## config.mk

```make
export PLATFORM = sky130hd
export DESIGN_NAME = sbus_frame_decoder_flat
export DESIGN_NICKNAME = d
export VERILOG_FILES = /design/src/hdl/sbfd_pkg.sv /design/src/hdl/sbfd_byte_if.sv /design/src/hdl/sbfd_result_if.sv /design/src/hdl/sbfd_cfg_if.sv /design/src/hdl/sbus_frame_decoder.sv /design/src/flat_wrapper.sv
export SDC_FILE = /design/constraint.sdc
export NUM_CORES = 1
export LEC_CHECK = 0
export ABC_AREA = 1
export BUFFER_PORTS_ARGS = -buffer_cell sky130_fd_sc_hd__buf_2
export CORE_MARGIN = 5
export CORE_UTILIZATION = 60
export CTS_CLUSTER_DIAMETER = 40
export DETAILED_ROUTE_END_ITERATION = 10
export GPL_ROUTABILITY_DRIVEN = 0
export PLACE_DENSITY = 0.84
export SETUP_SLACK_MARGIN = 0.4
export SYNTH_ARGS = -nofsm -noshare
export SYNTH_HDL_FRONTEND = slang
export SYNTH_SLANG_ARGS = --single-unit
```

## constraint.sdc

```tcl
create_clock -name clk -period 7.2 [get_ports clk]
set_input_delay 0.36 -clock clk [delete_from_list [all_inputs] [get_ports clk]]
set_output_delay 0.36 -clock clk [all_outputs]
set_load 0.005 [all_outputs]
```

## src/hdl/sbfd_pkg.sv

```systemverilog
// ----------------------------------------------------------------------------
// sbfd_pkg
// Shared constants and types of the SBUS-style frame decoder.
// ----------------------------------------------------------------------------
package sbfd_pkg;

  // Field widths.
  localparam int ByteW   = 8;
  localparam int ChanW   = 11;
  localparam int PulseW  = 16;
  localparam int OffsetW = 12;
  localparam int CfgIdxW = 8;
  localparam int CfgDatW = 12;

  // Frame geometry.
  localparam int FrameBytesDef = 25;
  localparam int NumChan       = 7;
  localparam int FirstChanByte = 1;
  localparam int LastChanByte  = 10;

  // Configuration register indexes.
  localparam logic [CfgIdxW-1:0] RegStartByte   = 8'd0;
  localparam logic [CfgIdxW-1:0] RegFooterMask  = 8'd1;
  localparam logic [CfgIdxW-1:0] RegFooterValue = 8'd2;
  localparam logic [CfgIdxW-1:0] RegPulseOffset = 8'd3;

  // Register reset values.
  localparam logic [ByteW-1:0]   StartByteRst   = 8'h0f;
  localparam logic [ByteW-1:0]   FooterMaskRst  = 8'h0f;
  localparam logic [ByteW-1:0]   FooterValueRst = 8'h04;
  localparam logic [OffsetW-1:0] PulseOffsetRst = 12'd880;

  typedef logic [ChanW-1:0] chan_t;

endpackage

```

## src/hdl/sbfd_byte_if.sv

```systemverilog
// ----------------------------------------------------------------------------
// sbfd_byte_if
// Received byte channel: valid, ready and one serial byte.
// ----------------------------------------------------------------------------
interface sbfd_byte_if;
  logic                       valid;
  logic                       ready;
  logic [sbfd_pkg::ByteW-1:0] rx_byte;

  modport source (output valid, output rx_byte, input ready);
  modport sink   (input valid, input rx_byte, output ready);
endinterface

```

## src/hdl/sbfd_result_if.sv

```systemverilog
// ----------------------------------------------------------------------------
// sbfd_result_if
// Decoded frame channel: seven channels and the scaled pulse of channel 0.
// ----------------------------------------------------------------------------
interface sbfd_result_if;
  logic                        valid;
  logic                        ready;
  sbfd_pkg::chan_t             chan0;
  sbfd_pkg::chan_t             chan1;
  sbfd_pkg::chan_t             chan2;
  sbfd_pkg::chan_t             chan3;
  sbfd_pkg::chan_t             chan4;
  sbfd_pkg::chan_t             chan5;
  sbfd_pkg::chan_t             chan6;
  logic [sbfd_pkg::PulseW-1:0] pulse_x8;

  modport source (output valid, output chan0, output chan1, output chan2, output chan3,
                  output chan4, output chan5, output chan6, output pulse_x8, input ready);
  modport sink   (input valid, input chan0, input chan1, input chan2, input chan3,
                  input chan4, input chan5, input chan6, input pulse_x8, output ready);
endinterface

```

## src/hdl/sbfd_cfg_if.sv

```systemverilog
// ----------------------------------------------------------------------------
// sbfd_cfg_if
// Configuration write channel: register index and write data.
// ----------------------------------------------------------------------------
interface sbfd_cfg_if;
  logic                         valid;
  logic                         ready;
  logic [sbfd_pkg::CfgIdxW-1:0] index;
  logic [sbfd_pkg::CfgDatW-1:0] data;

  modport source (output valid, output index, output data, input ready);
  modport sink   (input valid, input index, input data, output ready);
endinterface

```

## src/hdl/sbus_frame_decoder.sv

```systemverilog
// ----------------------------------------------------------------------------
// sbus_frame_decoder
// Byte-serial decoder for the first seven channels of an SBUS-style frame.
// ----------------------------------------------------------------------------
// The decoder takes one received byte per clock cycle and never stalls the
// byte stream except when a decoded item is waiting at the output and the
// output is not being taken. A frame opens only on a byte equal to
// sync_byte; other bytes seen between frames are dropped. A frame is
// FRAME_BYTES bytes long, and its last byte, ANDed with footer_mask, must
// equal footer_value; otherwise the frame yields nothing. A good frame yields
// one item, which appears on the result channel in the cycle after its last
// byte is accepted. It carries channels 0 to 6 (11-bit little-endian fields
// packed from bytes 1 to 10) and pulse_x8 = chan0 * 5 + pulse_offset * 8,
// the pulse value with three fraction bits. The rate is one byte per cycle,
// set by the single result register: a byte is accepted whenever that
// register is empty or is being emptied in the same cycle. Configuration
// writes are always taken, and writes to indexes above 3 are ignored.
// ----------------------------------------------------------------------------
module sbus_frame_decoder #(
  parameter int FRAME_BYTES = sbfd_pkg::FrameBytesDef
) (
  input  logic          clk,
  input  logic          rst,
  sbfd_byte_if.sink     rx,
  sbfd_result_if.source res,
  sbfd_cfg_if.sink      cfg
);

  // Width of the byte position counter, enough for positions 0 to FRAME_BYTES-1.
  localparam int PosW = $clog2(FRAME_BYTES);
  localparam logic [PosW-1:0] LastPos = PosW'(FRAME_BYTES - 1);
  localparam int StreamW = (sbfd_pkg::LastChanByte - sbfd_pkg::FirstChanByte + 1)
                           * sbfd_pkg::ByteW;

  // Configuration registers.
  logic [sbfd_pkg::ByteW-1:0]   sync_byte;
  logic [sbfd_pkg::ByteW-1:0]   footer_mask;
  logic [sbfd_pkg::ByteW-1:0]   footer_value;
  logic [sbfd_pkg::OffsetW-1:0] pulse_offset;

  // Frame state. A non-zero position means a frame is being collected, so no
  // separate in-frame flag is kept.
  logic [PosW-1:0]            byte_position;
  logic [sbfd_pkg::ByteW-1:0] frame_store [sbfd_pkg::FirstChanByte:sbfd_pkg::LastChanByte];

  // Result register.
  logic                       res_valid;
  sbfd_pkg::chan_t            chan_reg [sbfd_pkg::NumChan];
  logic [sbfd_pkg::PulseW-1:0] pulse_reg;

  logic            rx_take;
  logic            frame_byte;
  logic            last_byte;
  logic            footer_ok;
  logic            res_load;
  logic [StreamW-1:0] stream;
  sbfd_pkg::chan_t chan_next [sbfd_pkg::NumChan];
  logic [sbfd_pkg::PulseW-1:0] pulse_next;

  // ---------------------------------------------------------------------------
  // Configuration port: always ready, a write lands in the same cycle.
  // ---------------------------------------------------------------------------
  assign cfg.ready = 1'b1;

  always_ff @(posedge clk) begin
    if (rst) begin
      sync_byte    <= sbfd_pkg::StartByteRst;
      footer_mask  <= sbfd_pkg::FooterMaskRst;
      footer_value <= sbfd_pkg::FooterValueRst;
      pulse_offset <= sbfd_pkg::PulseOffsetRst;
    end else if (cfg.valid) begin
      unique case (cfg.index)
        sbfd_pkg::RegStartByte:   sync_byte    <= cfg.data[sbfd_pkg::ByteW-1:0];
        sbfd_pkg::RegFooterMask:  footer_mask  <= cfg.data[sbfd_pkg::ByteW-1:0];
        sbfd_pkg::RegFooterValue: footer_value <= cfg.data[sbfd_pkg::ByteW-1:0];
        sbfd_pkg::RegPulseOffset: pulse_offset <= cfg.data[sbfd_pkg::OffsetW-1:0];
        default: ;
      endcase
    end
  end

  // ---------------------------------------------------------------------------
  // Byte intake. A byte is accepted whenever the result register is free or
  // is being emptied in this cycle, so bytes keep flowing back to back.
  // ---------------------------------------------------------------------------
  assign rx.ready = !res_valid || res.ready;
  assign rx_take  = rx.valid && rx.ready;

  // At position zero only the start byte belongs to a frame; after that every
  // byte does.
  assign frame_byte = (byte_position != '0) || (rx.rx_byte == sync_byte);
  assign last_byte  = (byte_position == LastPos);
  assign footer_ok  = ((rx.rx_byte & footer_mask) == footer_value);
  assign res_load   = rx_take && frame_byte && last_byte && footer_ok;

  always_ff @(posedge clk) begin
    if (rst) begin
      byte_position <= '0;
    end else if (rx_take && frame_byte) begin
      byte_position <= last_byte ? '0 : byte_position + PosW'(1);
    end
  end

  // Only bytes 1 to 10 carry the seven channels; the start byte and the
  // bytes after them are not kept.
  always_ff @(posedge clk) begin
    if (rx_take) begin
      for (int i = sbfd_pkg::FirstChanByte; i <= sbfd_pkg::LastChanByte; i++) begin
        if (byte_position == PosW'(i)) begin
          frame_store[i] <= rx.rx_byte;
        end
      end
    end
  end

  // ---------------------------------------------------------------------------
  // Unpacking. Bytes 1 to 10 form one little-endian bit stream, and channel k
  // occupies bits 11k to 11k+10 of it. The stored bytes are complete long
  // before the last byte arrives, so the fields are simple bit selects.
  // ---------------------------------------------------------------------------
  always_comb begin
    for (int i = sbfd_pkg::FirstChanByte; i <= sbfd_pkg::LastChanByte; i++) begin
      stream[(i - sbfd_pkg::FirstChanByte) * sbfd_pkg::ByteW +: sbfd_pkg::ByteW] =
        frame_store[i];
    end
    for (int k = 0; k < sbfd_pkg::NumChan; k++) begin
      chan_next[k] = stream[k * sbfd_pkg::ChanW +: sbfd_pkg::ChanW];
    end
  end

  // Pulse in eighths: chan0 * 5 is chan0 * 4 + chan0, and the offset is
  // shifted up by three fraction bits. The sum stays below 2^16.
  assign pulse_next = {3'b000, chan_next[0], 2'b00}
                    + {5'b00000, chan_next[0]}
                    + {1'b0, pulse_offset, 3'b000};

  // ---------------------------------------------------------------------------
  // Result register.
  // ---------------------------------------------------------------------------
  always_ff @(posedge clk) begin
    if (rst) begin
      res_valid <= 1'b0;
    end else if (res_load) begin
      res_valid <= 1'b1;
    end else if (res.ready) begin
      res_valid <= 1'b0;
    end
  end

  always_ff @(posedge clk) begin
    if (res_load) begin
      chan_reg  <= chan_next;
      pulse_reg <= pulse_next;
    end
  end

  assign res.valid    = res_valid;
  assign res.chan0    = chan_reg[0];
  assign res.chan1    = chan_reg[1];
  assign res.chan2    = chan_reg[2];
  assign res.chan3    = chan_reg[3];
  assign res.chan4    = chan_reg[4];
  assign res.chan5    = chan_reg[5];
  assign res.chan6    = chan_reg[6];
  assign res.pulse_x8 = pulse_reg;

endmodule

```

## src/flat_wrapper.sv

```systemverilog
// flat-port wrapper written by rule: the top's interface ports become plain ports
module sbus_frame_decoder_flat 
#(
  parameter int FRAME_BYTES = sbfd_pkg::FrameBytesDef
)
  (clk, rst, rx_valid, rx_rx_byte, rx_ready, res_valid, res_chan0, res_chan1, res_chan2, res_chan3, res_chan4, res_chan5, res_chan6, res_pulse_x8, res_ready, cfg_valid, cfg_index, cfg_data, cfg_ready);
  sbfd_byte_if rx_i ();
  sbfd_result_if res_i ();
  sbfd_cfg_if cfg_i ();
  input  logic clk;
  input  logic rst;
  input wire logic [$bits(rx_i.valid)-1:0] rx_valid;
  input wire logic [$bits(rx_i.rx_byte)-1:0] rx_rx_byte;
  output wire logic [$bits(rx_i.ready)-1:0] rx_ready;
  output wire logic [$bits(res_i.valid)-1:0] res_valid;
  output wire logic [$bits(res_i.chan0)-1:0] res_chan0;
  output wire logic [$bits(res_i.chan1)-1:0] res_chan1;
  output wire logic [$bits(res_i.chan2)-1:0] res_chan2;
  output wire logic [$bits(res_i.chan3)-1:0] res_chan3;
  output wire logic [$bits(res_i.chan4)-1:0] res_chan4;
  output wire logic [$bits(res_i.chan5)-1:0] res_chan5;
  output wire logic [$bits(res_i.chan6)-1:0] res_chan6;
  output wire logic [$bits(res_i.pulse_x8)-1:0] res_pulse_x8;
  input wire logic [$bits(res_i.ready)-1:0] res_ready;
  input wire logic [$bits(cfg_i.valid)-1:0] cfg_valid;
  input wire logic [$bits(cfg_i.index)-1:0] cfg_index;
  input wire logic [$bits(cfg_i.data)-1:0] cfg_data;
  output wire logic [$bits(cfg_i.ready)-1:0] cfg_ready;
  assign rx_i.valid = rx_valid;
  assign rx_i.rx_byte = rx_rx_byte;
  assign rx_ready = rx_i.ready;
  assign res_valid = res_i.valid;
  assign res_chan0 = res_i.chan0;
  assign res_chan1 = res_i.chan1;
  assign res_chan2 = res_i.chan2;
  assign res_chan3 = res_i.chan3;
  assign res_chan4 = res_i.chan4;
  assign res_chan5 = res_i.chan5;
  assign res_chan6 = res_i.chan6;
  assign res_pulse_x8 = res_i.pulse_x8;
  assign res_i.ready = res_ready;
  assign cfg_i.valid = cfg_valid;
  assign cfg_i.index = cfg_index;
  assign cfg_i.data = cfg_data;
  assign cfg_ready = cfg_i.ready;
  sbus_frame_decoder #(.FRAME_BYTES(FRAME_BYTES)) u_core (.clk(clk), .rst(rst), .rx(rx_i), .res(res_i), .cfg(cfg_i));
endmodule
```

# == Word level (Yosys, flattened, before mapping) ==
# Memory sizes are Yosys's and may differ from the RTL's. A register that Yosys moved wholly into a read port is not among the register bits.
# Cells that the tools add are included.
# op_classes
n_addsub,3
n_eq_ne,16
mux,60
bitwise,1
n_reduce_logical,23
# op_table
cell,count
$mux W8,9
$reduce_or A8 Y1,9
$mux W1,41
$mux W4,9
$eq A5 B3 Y1 const B,4
$add A16 B15 Y16,1
$eq A8 B2 Y1 const B,2
$eq A8 B8 Y1,2
$eq A5 B4 Y1 const B,3
$add A13 B11 Y14,1
$eq A5 B2 Y1 const B,2
$and A8 B8 Y8,1
$eq A8 B1 Y1 const B,1
$logic_not A8 Y1,1
$reduce_and A2 Y1,4
$add A5 B1 Y5 const B,1
$eq A5 B1 Y1 const B,1
$eq A5 B5 Y1 const B,1
$mux W5,1
$reduce_bool A5 Y1,1
$logic_and A1 B1 Y1,4
$logic_or A1 B1 Y1,2
$reduce_bool A2 Y1,1
$logic_not A1 Y1,1
# totals
reg_bits,80
mem_bits_rw,80
output_inout_bits,96
mem_count,1
# mem_list
memory,depth,word_bits,rd,rd_ports_with_merged_regs,write_ports,line_no,text
u_core.frame_store,10,8,10,8,1,sbus_frame_decoder.sv:44,logic [sbfd_pkg::ByteW-1:0] frame_store [sbfd_pkg::FirstChanByte:sbfd_pkg::LastChanByte];

# == Logic depth before layout (Yosys ltp) ==
# depth
word_depth,15
mapped_depth,16
depth_no_buf,16

# == Worst setup path before layout ==
# OpenSTA, ideal clock, no wires.
# synth_timing
path_kind,register to register
from,reg u_core.byte_position[0]
to,"reg u_core.chan_reg (netlist bit res_chan0[10]), enable pin"
setup_ns,0.444
t_arrival_ns,2.868
required_time_ns,6.756
setup_slack_ns,3.888
stages_incl_launch_ff,7
path_buffers,0
period_less_slack_ns,3.312
path_cell_list,dfxtp_1 -> inv_1 -> ha_1 -> inv_1 -> nor3_1 -> nand4_1 -> inv_1
# synth_between
elab_chain_len,5
word_cells_on_any_way,6
# synth_rtl
element,line_no,text
"start, declared",sbus_frame_decoder.sv:43,logic [PosW-1:0] byte_position;
"start signal, assigned",sbus_frame_decoder.sv:100,byte_position <= last_byte ? '0 : byte_position + PosW'(1);
$reduce_bool A5 Y1,sbus_frame_decoder.sv:91,assign frame_byte = (byte_position != '0) || (rx.rx_byte == sync_byte);
$logic_or A1 B1 Y1,sbus_frame_decoder.sv:91,
$logic_and A1 B1 Y1,sbus_frame_decoder.sv:94,assign res_load = rx_take && frame_byte && last_byte && footer_ok;
$logic_and A1 B1 Y1 * (2 in series),sbus_frame_decoder.sv:94,
net u_core.res_load,sbus_frame_decoder.sv:55,logic res_load;
"end signal, assigned",sbus_frame_decoder.sv:152,chan_reg <= chan_next;
"end, declared",sbus_frame_decoder.sv:48,sbfd_pkg::chan_t chan_reg [sbfd_pkg::NumChan];
# The timed path passes the listed nets; every way through them passes the cells marked *.
# A chain may end at the register's enable or synchronous reset.

==> summary.md <==
| Metric | Value |
|---|---|
| Status | `finished clean` |
| Num rows | `42` |
| CP endpoint kind | `register` |
| Buf/Inv on CP | `1` |
| Clock Latency Late Sink | `520 ps` |
| Final worst slack | `4080 ps` |
| CTS tree | `done` |
| Final Max Tran Viols | `0` |
| Clk sinks | `210` |
| Largest net degree at the start of global routing | `92` |
| CTS H-Tree Depth | `1` |
| Cell mode on critical path | `a21oi_1` |
| Overflow after GRT | `0` |
| Die Area | `15,800 sq um` |
| PwrDens | `253 nW/um^2` |
| Syn Inst Count | `615` |
| Average size of a mapped cell | `13.1 sq um` |
| Logic pwr share | `0.019` |
| Clock root cell | `clkbuf_16` |
| Total GRT Usage | `0.220` |
| Wire length of the first global-routing pass | `27,400 um` |
| Sw Pwr | `515 uW` |
| Peak VDD IR | `0.174 mV` |
| Hold buffers post-CTS | `0` |
| Most frequent cells in the layout | `edfxtp_1, buf_2, nand2_1, inv_1, a21oi_1` |
| Util after Layout | `0.726` |
| I/O Buffers | `127` |
| Post-CTS Setup Bufs | `0` |
| Post-CTS sizing | `0` |
| # setup viols final | `0` |
| Die Y | `126 um` |
| Layout cells sized above 1 | `0.223` |
| Ys Warns | `0` |
| N_diodes | `0` |
| Relative slew slack | `0.0984` |
| Leading cell type in the layout, fill and taps excluded | `edfxtp_1` |
| Switching Share | `0.212` |
| CP required | `7450 ps` |
| Crit path largest cell delay | `450 ps` |
| Fin Setup TNS | `0 ps` |
| Leakage | `3.78 nW` |
| PnR Total Power | `2.43 mW` |
| Final wirelength | `17,600 um` |
| Placed wire-length estimate | `11,200 um` |
| Hold WC Path Type | `input port to register` |
| Worst path cell trace | `ha_1, a21oi_1, o21ai_0, a21oi_1, xnor2_1, ha_1, a21oi_1, inv_1, o21ai_0, nand3_1, a21oi_1, nor2_1` |
| DRT Pass-1 Iters | `5` |
| CTS clk-pin slew, worst paths | `60 ps` |
| Initial core utilization | `0.611` |
| Syn nets | `675` |
| Drt first-iter violations | `514` |
| CP top delay family | `compound AO/OA/AOI/OAI gates` |
| Post-route cell area | `9570 sq um` |
| CP Class | `register to register` |
| Cell Area, Synth | `8060 sq um` |
| CP Launch Type | `register` |
| Sequential share of the synthesized area | `0.730` |
| Flop pwr share | `0.536` |
| Yosys reg bits | `210` |
| Antenna-violating nets left | `0` |
| Vias | `5,265` |
| Vias in the first global route | `5,147` |
| CTS Buffer Depth | `3` |
| IO Count | `129` |
| CP max-delay cell | `edfxtp_1` |
| Vias/cell | `5.54` |
| Final Cycle Share | `0.433` |
| Final Critical Period | `3120 ps` |
| Layout Nets | `820` |
| CP arrival | `3360 ps` |
| Internal power | `1.91 mW` |
| Worst slack, placed | `4170 ps` |
| RSZ-0062 raised after global routing | `false` |
| Initial antenna violation count | `0` |
| Layout area overhead | `18.8%` |
| Post-DP Area | `8870 sq um` |
| Core footprint | `13,200 sq um` |
| Max FO, Critical Path | `6` |
| CTS Buf Count | `23` |
| Die X | `126 um` |
| Clk pwr share | `0.445` |
| # DRC | `0` |
| Maxcap violations | `0` |
| Fmax | `321 MHz` |
| Avg WL per Cell | `18.5 um` |
| Distinct cells, synth | `32` |
| Clock Skew | `19.4 ps` |
| Final Hold Fails | `0` |
| Least-Margin Pin Slew | `1340 ps` |
==> logic make-up after synthesis <==
| logic type | synth area share |
|---|---|
| compound gates | 0.0590 |
| simple gates | 0.109 |
| xor+xnor | 0.0272 |
| buf+inv | 0.0300 |
| flops | 0.730 |
| other cells | 0.000465 |
| fa+ha+maj | 0.0438 |
==> synthesized netlist by cell type (all sizes together) <==
master     n  share of area
edfxtp   168           0.63
nor3       8         0.0064
a21oi     45          0.028
inv       50          0.023
clkinv     1        0.00047
or2        2         0.0019
nand4      5         0.0039
o211ai     9         0.0084
nor3b      2         0.0033
a31oi      3         0.0023
dfxtp     42           0.10
o21ai     28          0.017
o21a       1        0.00093
nand2    115          0.055
conb       1        0.00047
nand3     34          0.021
clkbuf     4         0.0020
fa         2         0.0050
buf        4         0.0042
xor2      14          0.015
nor2      39          0.018
o21bai     1        0.00093
ha        25          0.039
o2111ai    1         0.0011
xnor2     11          0.012
==> worst register-to-register path, cell delays in order (launching register included) <==
cell,delay (ps)
edfxtp_1,450
ha_1,410
a21oi_1,210
o21ai_0,140
a21oi_1,270
xnor2_1,160
ha_1,310
a21oi_1,220
inv_1,80
o21ai_0,210
nand3_1,160
a21oi_1,190
nor2_1,60
==> state kept, by name, summed over array words and instances (netlist names) <==
signal                flops
res_chan1                 7
res_chan2                11
u_core.res.pulse_x8      16
u_core.res.valid          1
u_core.sync_byte          8
u_core.pulse_offset      12
res_chan3                11
u_core.footer_value       8
u_core.frame_store       77
res_chan6                11
res_chan0                 1
res_chan4                11
u_core.footer_mask        8
u_core.byte_position      5
u_core.res.chan0          8
res_chan5                11
u_core.res.chan1          4
==> through the flow <==
stage               instances  hold WS [ps]
floorplan                 615           400
global placement          911           401
detailed placement        911           405
CTS                       951          82.4
global route              951           105
finish                    951          96.0
==> path summary, 6_finish.rpt <==
check	depth (start not counted)	from	to	slack (ps)
worst max register to register	12	u_core.frame_store[1][3]	u_core.res.pulse_x8[15]	4080
worst min register to register	0	u_core.frame_store[8][0]	res_chan5[1]	420
worst min-delay path	3	cfg_data[9]	u_core.pulse_offset[9]	100
worst max-delay path	12	u_core.frame_store[1][3]	u_core.res.pulse_x8[15]	4080
==> layout make-up <==
cell class	count	area, sq um
fillers	807	3620
clock inverters	15	116
flip-flops and latches	210	5890
repair buffers	128	643
inverters	51	193
well taps	176	220
multi-input cells	346	1930
clock buffers	25	583
==> layer usage <==
layer | GRT usage | vias up | part of all wire
li1 | - | 2447 | -
met1 | 0.270 | 2514 | 0.37
met2 | 0.406 | 274 | 0.53
met3 | 0.0356 | 30 | 0.080
met4 | 0.0549 | 0 | 0.018
met5 | 0 | - | 0
==> power groups by stage <==
stage / registers, mW / logic, mW / clock network (mW)
finish: 1.30 / 0.0455 / 1.08
global route: 1.30 / 0.0499 / 1.15
CTS: 1.30 / 0.0448 / 1.09
detailed placement: 1.33 / 0.0439 / 0
global placement: 1.33 / 0.0426 / 0
floorplan: 1.33 / 0.0183 / 0
No activity file was read; power rests on OpenSTA's default activity.
